===== src/sv/ffr_pkg.sv =====
`default_nettype none
package ffr_pkg;

	// frame geometry default
	localparam int FFR_FRAME_LEN = 20;

	// header and footer marks
	localparam logic [7:0] HDR_FIRST  = 8'hAA;
	localparam logic [7:0] HDR_SECOND = 8'h55;
	localparam logic [7:0] FTR_FIRST  = 8'h55;
	localparam logic [7:0] FTR_SECOND = 8'hAA;

	// width of a payload position on the output
	localparam int IDX_W = 6;

	// readout sequencer states
	typedef enum logic [2:0] {
		ST_IDLE  = 3'b001,
		ST_ISSUE = 3'b010,
		ST_LOAD  = 3'b100
	} ffr_state_t;

	// load request from the sequencer to the output register
	typedef struct packed {
		logic             load;
		logic [IDX_W-1:0] index;
		logic             last;
	} ffr_load_t;

endpackage
`default_nettype wire


===== src/sv/ffr_store.sv =====
`default_nettype none
module ffr_store
	import ffr_pkg::*;
#(
	parameter int DEPTH = FFR_FRAME_LEN - 4,
	parameter int AW    = 4
) (
	input  wire logic          clk,
	input  wire logic          we,
	input  wire logic [AW-1:0] waddr,
	input  wire logic [7:0]    wdata,
	input  wire logic          re,
	input  wire logic [AW-1:0] raddr,
	output logic      [7:0]    rdata_q
);

	logic [7:0] mem [DEPTH];

	// write port
	always_ff @(posedge clk) begin
		if (we) begin
			mem[waddr] <= wdata;
		end
	end

	// registered read port
	always_ff @(posedge clk) begin
		if (re) begin
			rdata_q <= mem[raddr];
		end
	end

endmodule
`default_nettype wire


===== src/sv/ffr_ctrl.sv =====
`default_nettype none
module ffr_ctrl
	import ffr_pkg::*;
#(
	parameter int FRAME_LEN = FFR_FRAME_LEN,
	parameter int AW        = 4
) (
	input  wire logic          clk,
	input  wire logic          arst_n,
	input  wire logic          in_valid,
	output logic               in_ready,
	input  wire logic [7:0]    rx_byte,
	input  wire logic          out_free,
	output logic               mem_we,
	output logic      [AW-1:0] mem_waddr,
	output logic               mem_re,
	output logic      [AW-1:0] mem_raddr,
	output ffr_load_t          ld
);

	localparam int         DEPTH    = FRAME_LEN - 4;
	localparam logic [5:0] POS_LAST = 6'(FRAME_LEN - 1);
	localparam logic [5:0] POS_FTR  = 6'(FRAME_LEN - 2);
	localparam logic [AW-1:0] K_LAST = AW'(DEPTH - 1);

	ffr_state_t    state_q;
	logic [5:0]    pos_q;
	logic          hdr_ok_q;
	logic          ftr_ok_q;
	logic [AW-1:0] k_q;
	logic          accept;
	logic          frame_good;

	assign in_ready   = (state_q == ST_IDLE);
	assign accept     = in_valid && in_ready;
	assign frame_good = hdr_ok_q && ftr_ok_q && (rx_byte == FTR_SECOND);

	// payload bytes go to the store
	assign mem_we = accept && (pos_q != POS_LAST) && (pos_q != 6'd0)
		&& (pos_q != 6'd1) && (pos_q != POS_FTR);
	assign mem_waddr = AW'(pos_q - 6'd2);

	// readout side
	assign mem_re    = (state_q == ST_ISSUE) && out_free;
	assign mem_raddr = k_q;
	assign ld.load   = (state_q == ST_LOAD);
	assign ld.index  = IDX_W'(k_q);
	assign ld.last   = (k_q == K_LAST);

	// frame position and header / footer checks
	always_ff @(posedge clk or negedge arst_n) begin
		if (!arst_n) begin
			pos_q    <= '0;
			hdr_ok_q <= 1'b0;
			ftr_ok_q <= 1'b0;
		end else if (accept) begin
			priority if (pos_q == POS_LAST) begin
				pos_q    <= '0;
				hdr_ok_q <= 1'b0;
				ftr_ok_q <= 1'b0;
			end else if (pos_q == 6'd0) begin
				pos_q    <= pos_q + 6'd1;
				hdr_ok_q <= (rx_byte == HDR_FIRST);
				ftr_ok_q <= 1'b0;
			end else if (pos_q == 6'd1) begin
				pos_q    <= pos_q + 6'd1;
				hdr_ok_q <= hdr_ok_q && (rx_byte == HDR_SECOND);
			end else if (pos_q == POS_FTR) begin
				pos_q    <= pos_q + 6'd1;
				ftr_ok_q <= (rx_byte == FTR_FIRST);
			end else begin
				pos_q <= pos_q + 6'd1;
			end
		end
	end

	// readout sequencer: one store read, then one output load, per byte
	always_ff @(posedge clk or negedge arst_n) begin
		if (!arst_n) begin
			state_q <= ST_IDLE;
			k_q     <= '0;
		end else begin
			unique case (state_q)
				ST_IDLE: begin
					if (accept && (pos_q == POS_LAST) && frame_good) begin
						state_q <= ST_ISSUE;
						k_q     <= '0;
					end
				end
				ST_ISSUE: begin
					if (out_free) begin
						state_q <= ST_LOAD;
					end
				end
				ST_LOAD: begin
					if (k_q == K_LAST) begin
						state_q <= ST_IDLE;
					end else begin
						state_q <= ST_ISSUE;
						k_q     <= k_q + AW'(1);
					end
				end
				default: begin
					state_q <= ST_IDLE;
				end
			endcase
		end
	end

`ifndef SYNTHESIS
	// position never runs past the frame
	a_pos_range: assert property (@(posedge clk) disable iff (!arst_n)
		pos_q <= POS_LAST)
		else $error("frame position out of range");

	// every output load follows a store read
	a_load_after_read: assert property (@(posedge clk) disable iff (!arst_n)
		ld.load |-> $past(mem_re))
		else $error("output load without store read");

	// no store write while a readout runs
	a_no_write_in_readout: assert property (@(posedge clk) disable iff (!arst_n)
		(mem_re || ld.load) |-> !mem_we)
		else $error("store written during readout");
`endif

endmodule
`default_nettype wire


===== src/sv/fixed_frame_receiver_top.sv =====
// readout: the sequencer enters ST_ISSUE in the cycle after a frame's last byte is accepted;
// each payload byte is a store read, then an output load; the read waits until out_free is high.
// throughput: one input byte per cycle outside readout; in_ready is low after a good frame
// until all FRAME_LEN-4 payload bytes have been loaded into the output register.
// reset: arst_n clears position, checks, sequencer and output valid; store is undefined.
`default_nettype none
module fixed_frame_receiver_top
	import ffr_pkg::*;
#(
	parameter int FRAME_LEN = FFR_FRAME_LEN
) (
	input  wire logic             clk,
	input  wire logic             arst_n,
	input  wire logic             in_valid,
	output logic                  in_ready,
	input  wire logic [7:0]       rx_byte,
	output logic                  out_valid,
	input  wire logic             out_ready,
	output logic      [7:0]       payload_byte,
	output logic      [IDX_W-1:0] payload_index,
	output logic                  last_byte
);

	localparam int DEPTH = FRAME_LEN - 4;
	localparam int AW    = (DEPTH > 1) ? $clog2(DEPTH) : 1;

	logic          out_valid_q;
	logic [7:0]    byte_q;
	logic [IDX_W-1:0] index_q;
	logic          last_q;
	logic          out_free;
	logic          mem_we;
	logic [AW-1:0] mem_waddr;
	logic          mem_re;
	logic [AW-1:0] mem_raddr;
	logic [7:0]    mem_rdata;
	ffr_load_t     ld;

	assign out_free = !out_valid_q || out_ready;

	ffr_ctrl #(
		.FRAME_LEN(FRAME_LEN),
		.AW(AW)
	) u_ctrl (
		.clk(clk),
		.arst_n(arst_n),
		.in_valid(in_valid),
		.in_ready(in_ready),
		.rx_byte(rx_byte),
		.out_free(out_free),
		.mem_we(mem_we),
		.mem_waddr(mem_waddr),
		.mem_re(mem_re),
		.mem_raddr(mem_raddr),
		.ld(ld)
	);

	ffr_store #(
		.DEPTH(DEPTH),
		.AW(AW)
	) u_store (
		.clk(clk),
		.we(mem_we),
		.waddr(mem_waddr),
		.wdata(rx_byte),
		.re(mem_re),
		.raddr(mem_raddr),
		.rdata_q(mem_rdata)
	);

	// output request valid
	always_ff @(posedge clk or negedge arst_n) begin
		if (!arst_n) begin
			out_valid_q <= 1'b0;
		end else if (ld.load) begin
			out_valid_q <= 1'b1;
		end else if (out_ready) begin
			out_valid_q <= 1'b0;
		end
	end

	// output payload
	always_ff @(posedge clk) begin
		if (ld.load) begin
			byte_q  <= mem_rdata;
			index_q <= ld.index;
			last_q  <= ld.last;
		end
	end

	assign out_valid     = out_valid_q;
	assign payload_byte  = byte_q;
	assign payload_index = index_q;
	assign last_byte     = last_q;

`ifndef SYNTHESIS
	// a load only lands in an empty output register
	a_load_into_empty: assert property (@(posedge clk) disable iff (!arst_n)
		ld.load |-> !out_valid_q)
		else $error("output register overwritten");

	// no new input while a result is being loaded
	a_no_input_on_load: assert property (@(posedge clk) disable iff (!arst_n)
		ld.load |-> !in_ready)
		else $error("input taken during readout");

	// a last byte is followed by no further load in the next cycle
	a_last_ends: assert property (@(posedge clk) disable iff (!arst_n)
		(ld.load && ld.last) |=> !ld.load)
		else $error("load after last payload byte");
`endif

endmodule
`default_nettype wire

===== config.mk =====
export PLATFORM = sky130hd
export DESIGN_NAME = fixed_frame_receiver_top
export DESIGN_NICKNAME = d
export VERILOG_FILES = /design/src/sv/ffr_pkg.sv /design/src/sv/ffr_store.sv /design/src/sv/ffr_ctrl.sv /design/src/sv/fixed_frame_receiver_top.sv
export SDC_FILE = /design/constraint.sdc
export NUM_CORES = 1
export LEC_CHECK = 0
export BUFFER_PORTS_ARGS = -buffer_cell sky130_fd_sc_hd__clkbuf_2
export CAP_MARGIN = 20
export CORE_MARGIN = 1
export CORE_UTILIZATION = 35
export DETAILED_ROUTE_END_ITERATION = 6
export HOLD_SLACK_MARGIN = 0.12
export MAX_ROUTING_LAYER = met4
export PLACE_DENSITY_LB_ADDON = 0.3
export SYNTH_ARGS = -nofsm -noshare
export SYNTH_HDL_FRONTEND = slang
export SYNTH_SLANG_ARGS = --single-unit

===== constraint.sdc =====
create_clock -name clk -period 2.1 [get_ports clk]
set_clock_uncertainty 0.15 [all_clocks]
set_input_delay 0.315 -clock clk [delete_from_list [all_inputs] [get_ports clk]]
set_output_delay 0.315 -clock clk [all_outputs]
set_load 0.03 [all_outputs]

==> metrics.yaml, run 1 <==
synthesis:
  yosysTopAreaCellShare: 0.673
  avgSynthCellArea_um2: 17.4
  synth_top_family_by_area: "multiplexers"
  synthAdderAreaFrac: 0.0132
  ys_ff_latch: 165
  synth-edff-count: 149
  yosys.area_share.simple: 0.0640
  synth-compound-area-share: 0.0595
  synthMuxAreaShare: 0.105
  netlist_instances: 381
  async_flop_share: 0.0970
  ys_seq_area_frac: 0.734
  synth-xor-area-share: 0.00395
  netlist-cell-type-count: 45
  yosysWarnings: 0
  syn_area_um2: 6650
  synthFlopType: "edfxtp_1"
  synth.area.top_cells: "edfxtp_1 (67%), dfrtp_1 (5.6%), mux4_2 (5.4%)"
  synth_top_cell_by_area: "edfxtp_1"
drt:
  wl_um: 15100
  via_per_inst: 5.20
  routedWlPerCell_um: 21.0
  drtPass1Iterations: 4
  dr.first_iter.drc_count: 293
  vias: 3725
  antenna_left: 0
  drcViolationCount: 0
global_route:
  grt_pass1_vias: 3741
  grt_pass1_wl_um: 22900
  grt.total_usage: 0.169
  antenna_found_initial: 0
  grt-ovfl-total: 0
  grt_max_degree: 20
cts:
  cts_tree: "yes"
  root_buffer: "clkbuf_16"
  clk_latency_ns: 0.42
  cts.clk_slew.worst_paths_ns: 0.06
  h-tree-depth: 4
  cts_sinks: 165
  cts-buffers-inserted: 17
  clock_path_buffers: 2
placement:
  place_inst: 674
  port_buffers: 26
  dpl.hpwl_um: 10500
  gp_congestion: 0.891
  placed_area_um2: 7480
floorplanning:
  floorplan.initialDensity: 0.356
  die_w_um: 140
  placementRows: 50
  die_height_um: 140
  dieArea_um2: 19500
  ioPinCount: 29
  core_area_um2: 18600
finish:
  final-instance-count-excl-fill: 717
  diodes: 0
  nets: 489
  final_cell_mix: "edfxtp_1 (149), buf_4 (43), mux2i_1 (34)"
  drive_gt1_frac: 0.331
  design_area_um2: 8290
  final_common_cell: "edfxtp_1"
  area_delta_synth_final_pct: 24.8
timing:
  slew_violations: 0
  setup_viol_count_final: 0
  min_period_ns: 2.08
  min_period_over_period: 0.992
  clock.fmax_mhz: 480
  finalHoldViolations: 0
  hold_slack_ns: 0.176
critical_path:
  cp.arrival_ns: 2.24
  reg2reg_to: "u_ctrl.ftr_ok_q$_DFFE_PN0P_"
  worstSetupEndpointType: "register"
  max_stage_delay_ns: 0.52
  crit_chain: "dlygate4sd3_1 > clkbuf_2 > nor4bb_1 > buf_4 > nand2_1 > o31a_1 > a32o_1"
  critical_path.max_fanout: 4
  r2r_slack_ns: 0.04
  crit_path_top_delay_cell: "dlygate4sd3_1"
  required_ns: 2.26
  path_class: "input port to register"
  ff2ff_path_depth: 7
  worst_r2r_startpoint: "u_ctrl.pos_q[2]$_DFFE_PN0N_"
  start_kind: "input port"
worst_hold_path:
  hold_depth: 4
  hold_path_class: "input port to register"
  holdCritStartpoint: "in_valid"
  min_to: "u_ctrl.pos_q[0]$_DFFE_PN0N_"
status:
  status: "finished clean"
power:
  power_frac_clock: 0.371
  seq_power_share: 0.457
  pwr-share-comb: 0.172
  switching_power_uw: 2370
  switching_share: 0.271
  p_int_uw: 6380
  p_per_area_nw_per_um2: 1050
  max-vdd-ir-drop_mv: 0.614
  cellLeakagePower_uw: 0.00286
  power_uw: 8740
job:
  drv_cap: 0
Yosys cell counts, drive strengths merged (4+ instances only):
cell / n
nand2b: 7
a221oi: 16
mux4: 16
nand4: 5
edfxtp: 149
a31oi: 4
nand3: 6
nor2: 17
inv: 4
ha: 7
clkbuf: 4
o21ai: 15
dfrtp: 15
nand2: 24
mux2i: 34
a22oi: 8
buf: 14
worst max-delay path by stage:
stage                                     from                              end  slack, ns  cells after the start
4_1_cts        u_ctrl.mem_raddr[0]$_DFFE_PN0P_     u_store.rdata_q[7]$_DFFE_PP_       0.01                      5
3_3_place_gp       u_ctrl.pos_q[1]$_DFFE_PN0N_      u_store.mem[0][7]$_DFFE_PP_       0.08                      6
6_report                            rx_byte[5]  u_ctrl.mem_raddr[1]$_DFFE_PN0P_       0.02                      7
3_5_place_dp       u_ctrl.pos_q[1]$_DFFE_PN0N_      u_store.mem[8][0]$_DFFE_PP_       0.04                      6
5_1_grt            u_ctrl.pos_q[2]$_DFFE_PN0N_      u_ctrl.ftr_ok_q$_DFFE_PN0P_      -0.01                      7
2_1_floorplan      u_ctrl.pos_q[0]$_DFFE_PN0N_      u_store.mem[0][0]$_DFFE_PP_      0.003                      5
critical path, delay by kind of cell:
kind / cells / cell delay, ns
AO/OA/AOI/OAI: 2 / 0.54
AND/OR/NAND/NOR: 2 / 0.44
buffers and inverters: 3 / 0.94
sequential cells by signal, indices dropped and copies added, names as in the netlist:
register	cells
u_ctrl.hdr_ok_q	1
u_ctrl.state_q	3
u_ctrl.ftr_ok_q	1
last_byte	1
payload_index	4
u_store.mem	128
u_ctrl.mem_raddr	4
u_store.rdata_q	8
u_ctrl.pos_q	6
out_valid	1
payload_byte	8
cells by family (layout without fill, tap and decap cells):
family                   after synthesis  count (layout)
AND/OR/NAND/NOR                       78              78
AO/OA/AOI/OAI                         55              55
buffers and inverters                 22             123
multiplexers                          50              50
XOR/XNOR                               3               3
flip-flops                           165             165
other                                  1               2
adder cells (fa/ha/maj)                7               7
per-stage QoR:
step / utilization / worst slack [ns] / TNS (ns)
detailed placement: 0.401 / 0.0386 / 0
floorplan: - / 0.00307 / 0
global route: 0.445 / -0.0150 / -0.0150
CTS: 0.437 / 0.0108 / 0
global placement: 0.401 / 0.0756 / 0
finish: 0.445 / 0.0164 / 0
power groups by stage:
stage                     Combinational, uW  Sequential, uW  Clock (uW)
after floorplan                         878            4010           0
after global placement                 1340            4040           0
after detailed placement               1360            4060           0
after CTS                              1370            3990        3280
after global routing                   1630            4020        3420
final                                  1510            4000        3240
layout make-up:
| type | instances | area, um^2 |
|---|---|---|
| clock buffers | 17 | 425 |
| clock inverters | 15 | 191 |
| fillers | 1617 | 10300 |
| inverters | 4 | 15.0 |
| multi-input cells | 195 | 1750 |
| flip-flops and latches | 165 | 4880 |
| well taps | 234 | 293 |
| repair buffers | 87 | 737 |
per-layer routing:
layer / GRT usage / vias up / wire, um
met5: - / - / 0
met1: 0.225 / 1928 / 6950
met3: 0.0372 / 15 / 682
li1: - / 1699 / -
met2: 0.258 / 83 / 7220
met4: 0.0503 / 0 / 230
repair_timing:
item,CTS,global route
hold buffers,5,0
hold endpoints to repair,25,0
buffers inserted,0,6
endpoints found under the setup margin,0,132
gates resized for setup,0,16
Note: power is estimated with default switching activity, not from simulation.
==> run 2: changes to the inputs <==
--- a/config.mk
+++ b/config.mk
@@ -10,6 +10,7 @@
 export CORE_MARGIN = 1
 export CORE_UTILIZATION = 35
 export DETAILED_ROUTE_END_ITERATION = 6
+export GPL_ROUTABILITY_DRIVEN = 0
 export HOLD_SLACK_MARGIN = 0.12
 export MAX_ROUTING_LAYER = met4
 export PLACE_DENSITY_LB_ADDON = 0.3
==> constraint.sdc (replaced) <==
create_clock -name clk -period 2.1 [get_ports clk]
set_clock_uncertainty 0.15 [all_clocks]
set_input_delay 0.42 -clock clk [delete_from_list [all_inputs] [get_ports clk]]
set_output_delay 0.42 -clock clk [all_outputs]
set_load 0.03 [all_outputs]
==> metrics.yaml, run 2 (synthesis gave the netlist of run 1 again) <==
status:
  status: "finished clean"
finish:
  final_common_cell: "edfxtp_1"
  final_cell_mix: "edfxtp_1 (149), buf_4 (44), mux2i_1 (34)"
  diodes: 0  # unchanged
  final-instance-count-excl-fill: 711  # -0.84%
  nets: 483  # -1.2%
  largest_reg_flops: 128  # unchanged
  drive_gt1_frac: 0.321  # -0.0105
  regMostFlops: "u_store.mem"
  area_delta_synth_final_pct: 23.2
timing:
  min_period_over_period: 0.987  # -0.00524
  min_period_ns: 2.07  # -0.0110 ns
  slew_violations: 0  # unchanged
  finalWorstSetupSlack_ns: 0.0274  # +0.0110 ns
  clock.fmax_mhz: 482  # +0.53%
  finalHoldViolations: 0  # unchanged
  setup_viol_count_final: 0  # unchanged
  rsz0062_at_grt: "yes"
critical_path:
  ff2ff_path_depth: 6  # -1
  max_stage_delay_ns: 0.46  # -0.06 ns
  start_kind: "register"
  worstSetupEndpointType: "register"
  cp.arrival_ns: 2.03  # -0.21 ns
  crit_chain: "ha_4 > nand2b_4 > o221ai_4 > nand4_1 > buf_6 > nor2_4"
  required_ns: 2.05  # -0.21 ns
  critical_path.max_fanout: 8  # +4
  crit_path_top_delay_cell: "dfrtp_2"
  path_class: "register to register"
global_route:
  grt.total_usage: 0.164  # -0.00485
  grt-ovfl-total: 0  # unchanged
  grt_max_degree: 31  # +55%
  antenna_found_initial: 1  # +1
  grt_pass1_vias: 3850  # +2.9%
  grt_pass1_wl_um: 22500  # -1.8%
floorplanning:
  floorplan.initialDensity: 0.356  # unchanged
  die_w_um: 140  # unchanged
  placementRows: 50  # unchanged
  dieArea_um2: 19500  # unchanged
  ioPinCount: 29  # unchanged
  core_area_um2: 18600  # unchanged
  die_height_um: 140  # unchanged
drt:
  drcViolationCount: 0  # unchanged
  dr.first_iter.drc_count: 238  # -19%
  wl_met3_um: 495  # -27%
  wl_um: 14600  # -3.3%
  wl_met2_um: 7090  # -1.9%
  met1_length_um: 6550  # -5.7%
  routedWlPerCell_um: 20.5  # -2.4%
  antenna_left: 0  # unchanged
  via_per_inst: 5.23  # +0.65%
  highest_layer: "met4"
  vias: 3718  # -0.19%
  drtPass1Iterations: 4  # unchanged
cts:
  cts-buffers-inserted: 17  # unchanged
  cts_sinks: 165  # unchanged
  root_buffer: "clkbuf_16"
  cts.clk_slew.worst_paths_ns: 0.06  # about the same
  clk_latency_ns: 0.42  # about the same
  h-tree-depth: 4  # unchanged
  clock_path_buffers: 2  # unchanged
  cts_tree: "yes"
placement:
  port_buffers: 26  # unchanged
  preCtsSetupSlack_ns: 0.00311  # -0.0355 ns
  place_inst: 676  # +0.30%
  dpl.hpwl_um: 10200  # -2.7%
power:
  cellLeakagePower_uw: 0.00282  # -1.6%
  power_uw: 8520  # -2.6%
  p_per_area_nw_per_um2: 1040  # -1.3%
  max-vdd-ir-drop_mv: 0.534  # -13%
worst_hold_path:
  hold_depth: 2  # -2
  hold_path_class: "input port to register"
job:
  drv_cap: 0  # unchanged
-- run 2: cell count changes in the layout (fill, tap and decap cells not counted), moves of 3 or more --
cell,change
inv_6,-3
dlygate4sd3_1,-4
buf_12,-3
clkinv_2,+3
clkinv_1,+3
-- run 2: final cells by class --
class	count	area, um^2
Tap cell	234	293
Clock buffer	17	425
Multi-Input combinational cell	195	1770
Timing Repair Buffer	81	644
Fill cell	1632	10500
Inverter	4	15.0
Sequential cell	165	4880
Clock inverter	15	163
-- run 2: worst paths after layout --
check                                        startpoint                            end  slack (ns)
setup / recovery            u_ctrl.pos_q[0]$_DFFE_PN0N_    u_store.mem[0][6]$_DFFE_PP_        0.03
hold / removal                               rx_byte[6]   u_store.mem[12][6]$_DFFE_PP_        0.21
setup reg to reg            u_ctrl.pos_q[0]$_DFFE_PN0N_    u_store.mem[0][6]$_DFFE_PP_        0.03
hold reg to reg            u_store.rdata_q[1]$_DFFE_PP_      payload_byte[1]$_DFFE_PP_        0.27
max in group asynchronous                        arst_n    u_ctrl.pos_q[0]$_DFFE_PN0N_        1.14
min in group asynchronous                        arst_n  u_ctrl.state_q[1]$_DFFE_PN0P_        0.32
-- run 2: repair_timing --
item	4_1_cts	5_1_grt
buffers inserted	0	2
gates resized for setup	0	17
endpoints found under the hold margin	16	0
setup endpoints to repair	0	129
hold buffers	1	0
-- run 2: routing by layer --
layer	up-vias	global-route usage
li1	1702	-
met1	1906	0.205
met2	83	0.254
met3	27	0.0348
met4	0	0.0787
met5	-	-
-- run 2: critical path: cells and delay by family (launching register included) --
family | cells | cell delay (ns)
AND/OR/NAND/NOR | 3 | 0.56
flip-flops | 1 | 0.46
AO/OA/AOI/OAI | 1 | 0.22
adder cells (fa/ha/maj) | 1 | 0.18
buffers and inverters | 1 | 0.18
-- run 2: report_power, final --
part,leakage [uW],internal [uW],total (uW),switching (uW)
clock,0.000285,1850,3080,1230
combinational,0.000994,584,1460,871
sequential,0.00154,3870,3990,121
-- run 2: through the flow --
step	instance area (um^2)	hold WS [ns]	setup TNS, ns	util
finish	8190	0.205	0	0.439
global route	8190	0.201	-1.78	0.439
CTS	8080	0.194	0	0.433
detailed placement	7480	0.237	0	0.401
global placement	7480	0.223	0	0.401
floorplan	6710	-0.0256	0	-
